[src/combined_lcg_shuffled_prng_top_assert.svh]
// Assertion macros shared by the generator modules.
// Each expects clk_i and rst_ni in scope.
`ifndef COMBINED_LCG_SHUFFLED_PRNG_TOP_ASSERT_SVH
`define COMBINED_LCG_SHUFFLED_PRNG_TOP_ASSERT_SVH

// Same-cycle implication
`define CLSP_ASSERT_NOW(label, ante, cons, msg) \
  label: assert property (@(posedge clk_i) disable iff (!rst_ni) (ante) |-> (cons)) \
    else $error(msg);

// Next-cycle implication
`define CLSP_ASSERT_NEXT(label, ante, cons, msg) \
  label: assert property (@(posedge clk_i) disable iff (!rst_ni) (ante) |=> (cons)) \
    else $error(msg);

`endif

[src/clsp_pkg.sv]
`default_nettype none
package clsp_pkg;

  // Moduli and multipliers of the two congruential generators
  localparam logic [31:0] MOD_ONE  = 32'd2147483563;
  localparam logic [31:0] MOD_TWO  = 32'd2147483399;
  localparam logic [15:0] MUL_ONE  = 16'd40014;
  localparam logic [15:0] MUL_TWO  = 16'd40692;

  // 2^31 mod M for each modulus, used to fold the upper product bits
  localparam logic [31:0] FOLD_ONE = 32'd85;
  localparam logic [31:0] FOLD_TWO = 32'd249;

  // Output wrap constant and reset seed of the second generator
  localparam logic [31:0] WRAP_ADD = 32'd2147483562;
  localparam logic [30:0] TWO_SEED = 31'd123456789;

  // Warm-up steps beyond the table fill on a reseed
  localparam int unsigned WARMUP_EXTRA = 8;

  // Product widths: 31-bit state times 16-bit multiplier
  localparam int unsigned PROD_W = 47;

  typedef enum logic [2:0] {
    ST_IDLE,
    ST_SEED_MUL,
    ST_SEED_RED,
    ST_DRAW_MUL,
    ST_DRAW_RED
  } state_e;

  // Commands from controller to datapath
  typedef struct packed {
    logic load;         // load both generators with the seed, arm warm-up count
    logic load_one;     // seed is one instead of the input seed
    logic mul_en;       // launch products, compute slot, read table
    logic warm_step;    // commit one warm-up step of the first generator
    logic draw_commit;  // commit a draw: state, table slot, result registers
  } dp_cmd_t;

  // Status from datapath to controller
  typedef struct packed {
    logic gen_one_zero;  // stored first generator is zero
    logic red_one_zero;  // reduced first generator about to commit is zero
    logic cnt_zero;      // warm-up counter at its last step
  } dp_sts_t;

endpackage
`default_nettype wire

[src/combined_lcg_shuffled_prng_top.sv]
// Combined congruential generator (moduli 2147483563 and 2147483399) with an
// output shuffle table of TABLE_DEPTH entries. Each input item is a draw
// (tuser 0) or a reseed-then-draw (tuser 1, seed in tdata, zero acts as one);
// each gives one result: the shuffled value 1..2147483562 (fraction value /
// 2147483563) and the updated first generator state. A draw has a multiply
// state (two 31x16 constant multiplies, table read) and a reduce state
// (modular fold, output wrap, table refill); the next item is taken as a
// draw commits, and a commit waits while the held result is not taken. A
// reseed adds a warm-up on the single first-generator multiply-mod loop. A
// draw while the first generator is zero, as after reset, reseeds with one
// first. No clearing pass follows reset.
`default_nettype none
module combined_lcg_shuffled_prng_top #(
  parameter int unsigned TABLE_DEPTH = 32
) (
  input  wire logic        clk_i,
  input  wire logic        rst_ni,
  input  wire logic        s_axis_tvalid,
  output logic             s_axis_tready,
  input  wire logic [31:0] s_axis_tdata,   // [30:0] seed_value, [31] zero
  input  wire logic        s_axis_tuser,   // [0] command
  output logic             m_axis_tvalid,
  input  wire logic        m_axis_tready,
  output logic [63:0]      m_axis_tdata    // [30:0] value, [61:31] first_state, [63:62] zero
);
  import clsp_pkg::*;

  dp_cmd_t     cmd;
  dp_sts_t     sts;
  logic [30:0] value;
  logic [30:0] first_state;

  // Sequence draws and warm-up steps
  clsp_ctrl u_ctrl (
    .clk_i      (clk_i),
    .rst_ni     (rst_ni),
    .s_tvalid_i (s_axis_tvalid),
    .s_tuser_i  (s_axis_tuser),
    .s_tready_o (s_axis_tready),
    .m_tready_i (m_axis_tready),
    .m_tvalid_o (m_axis_tvalid),
    .sts_i      (sts),
    .cmd_o      (cmd)
  );

  // Generators, shuffle table and result registers
  clsp_dp #(
    .TABLE_DEPTH (TABLE_DEPTH)
  ) u_dp (
    .clk_i         (clk_i),
    .rst_ni        (rst_ni),
    .seed_i        (s_axis_tdata[30:0]),
    .cmd_i         (cmd),
    .sts_o         (sts),
    .value_o       (value),
    .first_state_o (first_state)
  );

  assign m_axis_tdata = {2'b00, first_state, value};

endmodule
`default_nettype wire

[src/clsp_ctrl.sv]
`default_nettype none
module clsp_ctrl (
  input  wire logic              clk_i,
  input  wire logic              rst_ni,
  input  wire logic              s_tvalid_i,
  input  wire logic              s_tuser_i,
  output logic                   s_tready_o,
  input  wire logic              m_tready_i,
  output logic                   m_tvalid_o,
  input  wire clsp_pkg::dp_sts_t sts_i,
  output clsp_pkg::dp_cmd_t      cmd_o
);
  import clsp_pkg::*;

  state_e state_q, state_d;
  logic   m_valid_q, m_valid_d;
  logic   out_free;
  logic   reseed;

  assign out_free   = !m_valid_q || m_tready_i;
  assign m_tvalid_o = m_valid_q;

  // Reseed on command, or when the first generator would be zero at draw time
  assign reseed = s_tuser_i ||
                  ((state_q == ST_DRAW_RED) ? sts_i.red_one_zero : sts_i.gen_one_zero);

  // Next state
  always_comb begin
    state_d = state_q;
    case (state_q)
      ST_IDLE: begin
        if (s_tvalid_i) begin
          state_d = reseed ? ST_SEED_MUL : ST_DRAW_MUL;
        end
      end
      ST_SEED_MUL: state_d = ST_SEED_RED;
      ST_SEED_RED: state_d = sts_i.cnt_zero ? ST_DRAW_MUL : ST_SEED_MUL;
      ST_DRAW_MUL: state_d = ST_DRAW_RED;
      ST_DRAW_RED: begin
        if (out_free) begin
          if (s_tvalid_i) begin
            state_d = reseed ? ST_SEED_MUL : ST_DRAW_MUL;
          end else begin
            state_d = ST_IDLE;
          end
        end
      end
      default: state_d = ST_IDLE;
    endcase
  end

  // Outputs
  always_comb begin
    cmd_o      = '0;
    s_tready_o = 1'b0;
    case (state_q)
      ST_IDLE: begin
        s_tready_o       = 1'b1;
        cmd_o.load       = s_tvalid_i && reseed;
        cmd_o.load_one   = !s_tuser_i;
      end
      ST_SEED_MUL: cmd_o.mul_en    = 1'b1;
      ST_SEED_RED: cmd_o.warm_step = 1'b1;
      ST_DRAW_MUL: cmd_o.mul_en    = 1'b1;
      ST_DRAW_RED: begin
        // Commit only when the result register can take the item
        if (out_free) begin
          cmd_o.draw_commit = 1'b1;
          s_tready_o        = 1'b1;
          cmd_o.load        = s_tvalid_i && reseed;
          cmd_o.load_one    = !s_tuser_i;
        end
      end
      default: begin
        cmd_o      = '0;
        s_tready_o = 1'b0;
      end
    endcase
  end

  // Hold result valid until taken
  always_comb begin
    m_valid_d = m_valid_q;
    if (cmd_o.draw_commit) begin
      m_valid_d = 1'b1;
    end else if (m_tready_i) begin
      m_valid_d = 1'b0;
    end
  end

  always_ff @(posedge clk_i or negedge rst_ni) begin
    if (!rst_ni) begin
      state_q   <= ST_IDLE;
      m_valid_q <= 1'b0;
    end else begin
      state_q   <= state_d;
      m_valid_q <= m_valid_d;
    end
  end

  `include "combined_lcg_shuffled_prng_top_assert.svh"

  `CLSP_ASSERT_NOW(a_commit_room, cmd_o.draw_commit, !m_valid_q || m_tready_i, "commit with full output")
  `CLSP_ASSERT_NOW(a_ready_states, s_tready_o, state_q == ST_IDLE || state_q == ST_DRAW_RED, "ready in busy state")
  `CLSP_ASSERT_NEXT(a_load_warm, s_tvalid_i && s_tready_o && reseed, state_q == ST_SEED_MUL, "reseed without warm-up")

endmodule
`default_nettype wire

[src/clsp_dp.sv]
`default_nettype none
module clsp_dp #(
  parameter int unsigned TABLE_DEPTH = 32
) (
  input  wire logic              clk_i,
  input  wire logic              rst_ni,
  input  wire logic [30:0]       seed_i,
  input  wire clsp_pkg::dp_cmd_t cmd_i,
  output clsp_pkg::dp_sts_t      sts_o,
  output logic [30:0]            value_o,
  output logic [30:0]            first_state_o
);
  import clsp_pkg::*;

  localparam int unsigned IdxW    = (TABLE_DEPTH > 1) ? $clog2(TABLE_DEPTH) : 1;
  localparam int unsigned CntW    = $clog2(TABLE_DEPTH + WARMUP_EXTRA);
  localparam longint unsigned SlotDiv =
    64'd1 + (64'(MOD_ONE) - 64'd1) / 64'(TABLE_DEPTH);

  logic [30:0] gen_one_q, gen_one_d;
  logic [30:0] gen_two_q, gen_two_d;
  logic [30:0] last_out_q, last_out_d;
  logic [CntW-1:0] cnt_q, cnt_d;

  logic [PROD_W-1:0] prod1_q, prod2_q;
  logic [IdxW-1:0]   slot, slot_q;
  logic [30:0]       rd_q;
  logic [30:0]       value_q, first_q;

  logic [30:0] tbl_mem [TABLE_DEPTH];

  logic [30:0] seed_eff;
  logic [31:0] sum1, sum2;
  logic [30:0] red1, red2;
  logic [31:0] diff, wrapped;
  logic        diff_nonpos;
  logic [TABLE_DEPTH:0] ge;
  logic        cnt_in_tbl;
  logic        tbl_we;
  logic [IdxW-1:0] tbl_wa;

  // Seed of zero, or an unseeded draw, acts as one
  assign seed_eff = (cmd_i.load_one || (seed_i == '0)) ? 31'd1 : seed_i;

  // Fold upper product bits by 2^31 mod M, then one conditional subtract
  assign sum1 = {1'b0, prod1_q[30:0]} + (32'(prod1_q[PROD_W-1:31]) * FOLD_ONE);
  assign sum2 = {1'b0, prod2_q[30:0]} + (32'(prod2_q[PROD_W-1:31]) * FOLD_TWO);
  assign red1 = (sum1 >= MOD_ONE) ? 31'(sum1 - MOD_ONE) : sum1[30:0];
  assign red2 = (sum2 >= MOD_TWO) ? 31'(sum2 - MOD_TWO) : sum2[30:0];

  // Shuffled output: table entry minus second generator, wrapped to 1..M1-1
  assign diff        = {1'b0, rd_q} - {1'b0, red2};
  assign diff_nonpos = diff[31] || (diff == '0);
  assign wrapped     = diff_nonpos ? (diff + WRAP_ADD) : diff;

  // Slot from previous output: compare against multiples of the slot width
  always_comb begin
    ge[0]           = 1'b1;
    ge[TABLE_DEPTH] = 1'b0;
    for (int k = 1; k < TABLE_DEPTH; k++) begin
      ge[k] = 64'(last_out_q) >= (64'(k) * SlotDiv);
    end
  end

  always_comb begin
    slot = '0;
    for (int k = 1; k < TABLE_DEPTH; k++) begin
      if (ge[k] && !ge[k+1]) begin
        slot = slot | IdxW'(k);
      end
    end
  end

  assign cnt_in_tbl = cnt_q < CntW'(TABLE_DEPTH);

  // Table write port: warm-up fill or draw refill
  assign tbl_we = (cmd_i.warm_step && cnt_in_tbl) || cmd_i.draw_commit;
  assign tbl_wa = cmd_i.warm_step ? cnt_q[IdxW-1:0] : slot_q;

  // Generator, last output and warm-up count updates
  always_comb begin
    gen_one_d  = gen_one_q;
    gen_two_d  = gen_two_q;
    last_out_d = last_out_q;
    cnt_d      = cnt_q;
    if (cmd_i.draw_commit) begin
      gen_one_d  = red1;
      gen_two_d  = red2;
      last_out_d = wrapped[30:0];
    end
    if (cmd_i.warm_step) begin
      gen_one_d = red1;
      if (cnt_q == '0) begin
        last_out_d = red1;
      end else begin
        cnt_d = cnt_q - CntW'(1);
      end
    end
    if (cmd_i.load) begin
      gen_one_d = seed_eff;
      gen_two_d = seed_eff;
      cnt_d     = CntW'(TABLE_DEPTH + WARMUP_EXTRA - 1);
    end
  end

  always_ff @(posedge clk_i or negedge rst_ni) begin
    if (!rst_ni) begin
      gen_one_q  <= '0;
      gen_two_q  <= TWO_SEED;
      last_out_q <= '0;
      cnt_q      <= '0;
    end else begin
      gen_one_q  <= gen_one_d;
      gen_two_q  <= gen_two_d;
      last_out_q <= last_out_d;
      cnt_q      <= cnt_d;
    end
  end

  // Multiply stage and result registers
  always_ff @(posedge clk_i) begin
    if (cmd_i.mul_en) begin
      prod1_q <= PROD_W'(gen_one_q) * PROD_W'(MUL_ONE);
      prod2_q <= PROD_W'(gen_two_q) * PROD_W'(MUL_TWO);
      slot_q  <= slot;
    end
    if (cmd_i.draw_commit) begin
      value_q <= wrapped[30:0];
      first_q <= red1;
    end
  end

  // Shuffle table memory, registered read
  always_ff @(posedge clk_i) begin
    if (tbl_we) begin
      tbl_mem[tbl_wa] <= red1;
    end
    if (cmd_i.mul_en) begin
      rd_q <= tbl_mem[slot];
    end
  end

  assign sts_o.gen_one_zero = (gen_one_q == '0);
  assign sts_o.red_one_zero = (red1 == '0);
  assign sts_o.cnt_zero     = (cnt_q == '0);

  assign value_o       = value_q;
  assign first_state_o = first_q;

  `include "combined_lcg_shuffled_prng_top_assert.svh"

  `CLSP_ASSERT_NOW(a_red_range, cmd_i.warm_step || cmd_i.draw_commit, 32'(red1) < MOD_ONE && 32'(red2) < MOD_TWO, "reduction out of range")
  `CLSP_ASSERT_NOW(a_value_range, cmd_i.draw_commit, wrapped[30:0] != '0 && 32'(wrapped[30:0]) < MOD_ONE, "output out of range")
  `CLSP_ASSERT_NEXT(a_warm_last, cmd_i.warm_step && cnt_q == '0, last_out_q == gen_one_q, "last output not loaded at warm-up end")

endmodule
`default_nettype wire

[config.mk]
export PLATFORM = sky130hd
export DESIGN_NAME = combined_lcg_shuffled_prng_top
export DESIGN_NICKNAME = d
export VERILOG_FILES = /design/src/clsp_pkg.sv /design/src/combined_lcg_shuffled_prng_top.sv /design/src/clsp_ctrl.sv /design/src/clsp_dp.sv
export VERILOG_INCLUDE_DIRS = /design/src /design/src/src
export SDC_FILE = /design/constraint.sdc
export NUM_CORES = 2
export LEC_CHECK = 0
export BUFFER_PORTS_ARGS = -buffer_cell sky130_fd_sc_hd__buf_2
export CAP_MARGIN = 10
export CORE_ASPECT_RATIO = 1.1
export CORE_MARGIN = 2
export CORE_UTILIZATION = 64
export CTS_CLUSTER_SIZE = 20
export DETAILED_ROUTE_END_ITERATION = 6
export PLACE_DENSITY = 0.81
export SYNTH_ARGS = -nofsm -noshare
export SYNTH_HDL_FRONTEND = slang
export SYNTH_SLANG_ARGS = --single-unit
export TNS_END_PERCENT = 1
[constraint.sdc]
create_clock -name clk_i -period 13.8 [get_ports clk_i]
set_input_delay 2.76 -clock clk_i [delete_from_list [all_inputs] [get_ports clk_i]]
set_output_delay 2.76 -clock clk_i [all_outputs]
set_load 0.005 [all_outputs]
==> flow_metrics.py <==
metrics = {
    "cts": {
        "ctsHoldBuffers": 0,
        "clk_pin_slew_ns": 0.06,
        "postCtsSetupBuffers": 0,
        "ctsHtreeMaxLevel": 4,
        "cts-buffers-inserted": 130,
        "cts_root_buffer": "clkbuf_16",
        "tritoncts": "done",
        "cts_repair_resize_count": 0,
        "cts.sinks": 1284,
        "insertion_delay_ns": 0.80,
        "clk_path_buf_depth": 3,
    },
    "logic_synthesis": {
        "ys_seq_area_share_pct": 48.95,
        "synth_area_um2": 77760,
        "muxShareOfSynthArea_pct": 0.3717,
        "synth_xor_area_share_pct": 2.325,
        "yosysWarnings": 0,
        "synthArstFlopShare_pct": 8.022,
        "synth_fa_ha_area_share_pct": 19.45,
        "syn_avg_cell_area_um2": 11.25,
        "synth.distinct_cells": 93,
        "synth_cells": 6912,
        "synth_top_family_by_area": "adder cells",
        "synth_enable_flop_cells": 1181,
        "synth-seq-cells": 1284,
        "yosys.area_share.simple_pct": 13.17,
        "synth_ff_type": "edfxtp_1",
        "synth_compound_area_share_pct": 10.94,
    },
    "floorplan": {
        "ios": 103,
        "die_w_um": 336.4,
        "core_area_um2": 120900,
        "die_h_um": 369.6,
        "num_rows": 134,
        "initial_utilization_pct": 64.33,
        "dieArea_um2": 124300,
    },
    "worst_setup_path": {
        "rrSetupSlack_ns": 0.98,
        "slowest_delay_ns": 0.67,
        "cp_slowest_cell": "a2111oi_0",
        "cp-end-kind": "flip-flop",
        "worst-path-buf-inv": 6,
        "cp.arrival_ns": 13.43,
        "required_ns": 14.41,
        "critical_path_class": "flip-flop to flip-flop",
        "start_kind": "flip-flop",
        "crit_start": "u_dp.prod2_q[44]",
        "critPathTopFamily": "simple AND/OR/NAND/NOR gates",
        "cp_common_cell": "inv_1",
        "path_max_fanout": 28,
        "r2r_start": "u_dp.prod2_q[44]",
    },
    "layout": {
        "nets": 7907,
        "final_cell_mix": "nand2_1 (1186), edfxtp_1 (1181), inv_1 (660)",
        "drive_gt1_share_pct": 7.256,
        "final_common_cell": "nand2_1",
        "area.growth.synth_to_final_pct": 8.738,
        "fin_area_um2": 84560,
        "fillCellCount": 8161,
    },
    "global_route": {
        "antenna_found_initial": 6,
        "grt_max_degree": 200,
        "grt_pass1_vias": 55600,
        "grt_first_pass_wirelength_um": 336100,
        "overflow": 0,
        "grtUsageTotal_pct": 36.50,
    },
    "placement": {
        "dpl-instance-area_um2": 80360,
        "place_hpwl_um": 149700,
        "io_buffers": 99,
        "gp_congestion": 0.9821,
    },
    "run_status": {
        "status": "finished, violations left",
        "violations": "design-rule violations",
    },
    "worst_hold_path": {
        "hold_class": "flip-flop to flip-flop",
        "hp-start": "u_ctrl.state_q[0]",
    },
    "sta": {
        "final-setup-viol-count": 0,
        "clock.fmax_mhz": 78.01,
        "maxSlewHeadroom_pct": 11.23,
        "grt_setup_unrepaired": "no",
        "finalCritPeriodShare_pct": 92.89,
        "worst_pin_slew_ns": 1.329,
        "skew_ns": 0.06623,
        "period_needed_ns": 12.82,
        "timing_max_transition_violations_final": 0,
        "hold_violations": 0,
        "timing.setup.tns_ns": 0,
    },
    "drt": {
        "ant_nets": 0,
        "drtPass1Iterations": 7,
        "routed_wl_um": 224600,
        "vias": 56330,
        "vias_per_cell": 6.501,
        "routedWlPerCell_um": 25.91,
        "drc_errors": 7,
        "drt_iter0_drc": 6583,
    },
    "flow_run": {
        "maxCapViolCount": 0,
    },
}
sequential cells by signal, indices dropped and copies added (netlist names):
register and cells:
u_dp.rd_q 31, u_dp.gen_two_q 31, u_dp.slot_q 5, u_dp.gen_one_q 31, u_dp.last_out_q 31, u_dp.prod1_q 46
u_dp.prod2_q 45, u_ctrl.state_q 3, u_dp.value_o 31, u_dp.tbl_mem 992, u_dp.cnt_q 6, u_ctrl.m_tvalid_o 1
u_dp.first_state_o 31
Yosys cell counts (all sizes together), types with 21 or more instances:
cell / number / area share (%)
nor2: 273 / 1.3
buf: 22 / 0.14
o21ai: 148 / 0.95
nor2b: 22 / 0.18
nand3: 111 / 0.72
a21oi: 248 / 1.6
clkbuf: 301 / 1.5
fa: 445 / 11
and2: 33 / 0.27
nand2: 1186 / 5.7
ha: 497 / 8.0
nor3: 84 / 0.54
o22ai: 32 / 0.26
a211o: 41 / 0.46
and3: 289 / 2.3
inv: 662 / 3.2
a311oi: 129 / 1.5
nand2b: 45 / 0.36
mux2i: 21 / 0.27
edfxtp: 1181 / 46
a21o: 73 / 0.70
nand4: 39 / 0.31
xor2: 40 / 0.45
o211ai: 32 / 0.31
o21bai: 37 / 0.36
a211oi: 120 / 1.2
a31oi: 163 / 1.3
xnor2: 163 / 1.8
dfrtp: 87 / 2.8
nor4: 37 / 0.35
o31ai: 47 / 0.45
o21a: 33 / 0.32
layer usage:
| layer | up-vias | global-route usage (%) | share of wire, % |
|---|---|---|---|
| li1 | 24660 | - | - |
| met5 | - | 0 | 0.012 |
| met3 | 702 | 7.861 | 11 |
| met2 | 3342 | 57.72 | 47 |
| met4 | 4 | 21.74 | 6.8 |
| met1 | 27620 | 46.53 | 36 |
worst paths after layout:
path                                  endpoint  cells past startpoint
max                        u_dp.last_out_q[11]                     40
min                          u_ctrl.state_q[0]                      1
max reg2reg                u_dp.last_out_q[11]                     40
min reg2reg                  u_ctrl.state_q[0]                      1
max in group asynchronous  u_dp.last_out_q[26]                      2
min in group asynchronous    u_dp.gen_one_q[7]                      1
logic make-up after synthesis:
kind of cell / after synthesis
other: 1
and+or+nand+nor: 2229
muxes: 28
DFF: 1284
xor gates and xnor gates: 204
adders and majority gates: 942
AOI/OAI and AO/OA: 1238
buffers and inverters: 986
layout make-up:
class	count	area, µm²	share of cell area [%]
antenna	4	10.01	0.01184
clock buffer	155	3378	3.995
clock inverter	78	792.0	0.9367
inverter	663	2506	2.964
multi-input combinational	4643	36390	43.04
sequential	1284	38060	45.01
tap	1632	2042	2.415
timing repair buffer	206	1376	1.628
stage by stage:
| stage | worst slack, ns | hold slack, ns | std cells | utilization, % |
|---|---|---|---|---|
| floorplan | 3.574 | 0.4618 | 6913 | - |
| global placement | 1.476 | 0.4945 | 8427 | 66.47 |
| detailed placement | 1.265 | 0.5060 | 8427 | 66.47 |
| CTS | 1.193 | 0.5153 | 8660 | 69.92 |
| global route | 0.2545 | 0.5477 | 8661 | 69.94 |
| finish | 0.9808 | 0.5288 | 8665 | 69.95 |
Power is not shown: default switching activity piles up to over one toggle a cycle in this logic, so the estimate is an artifact.
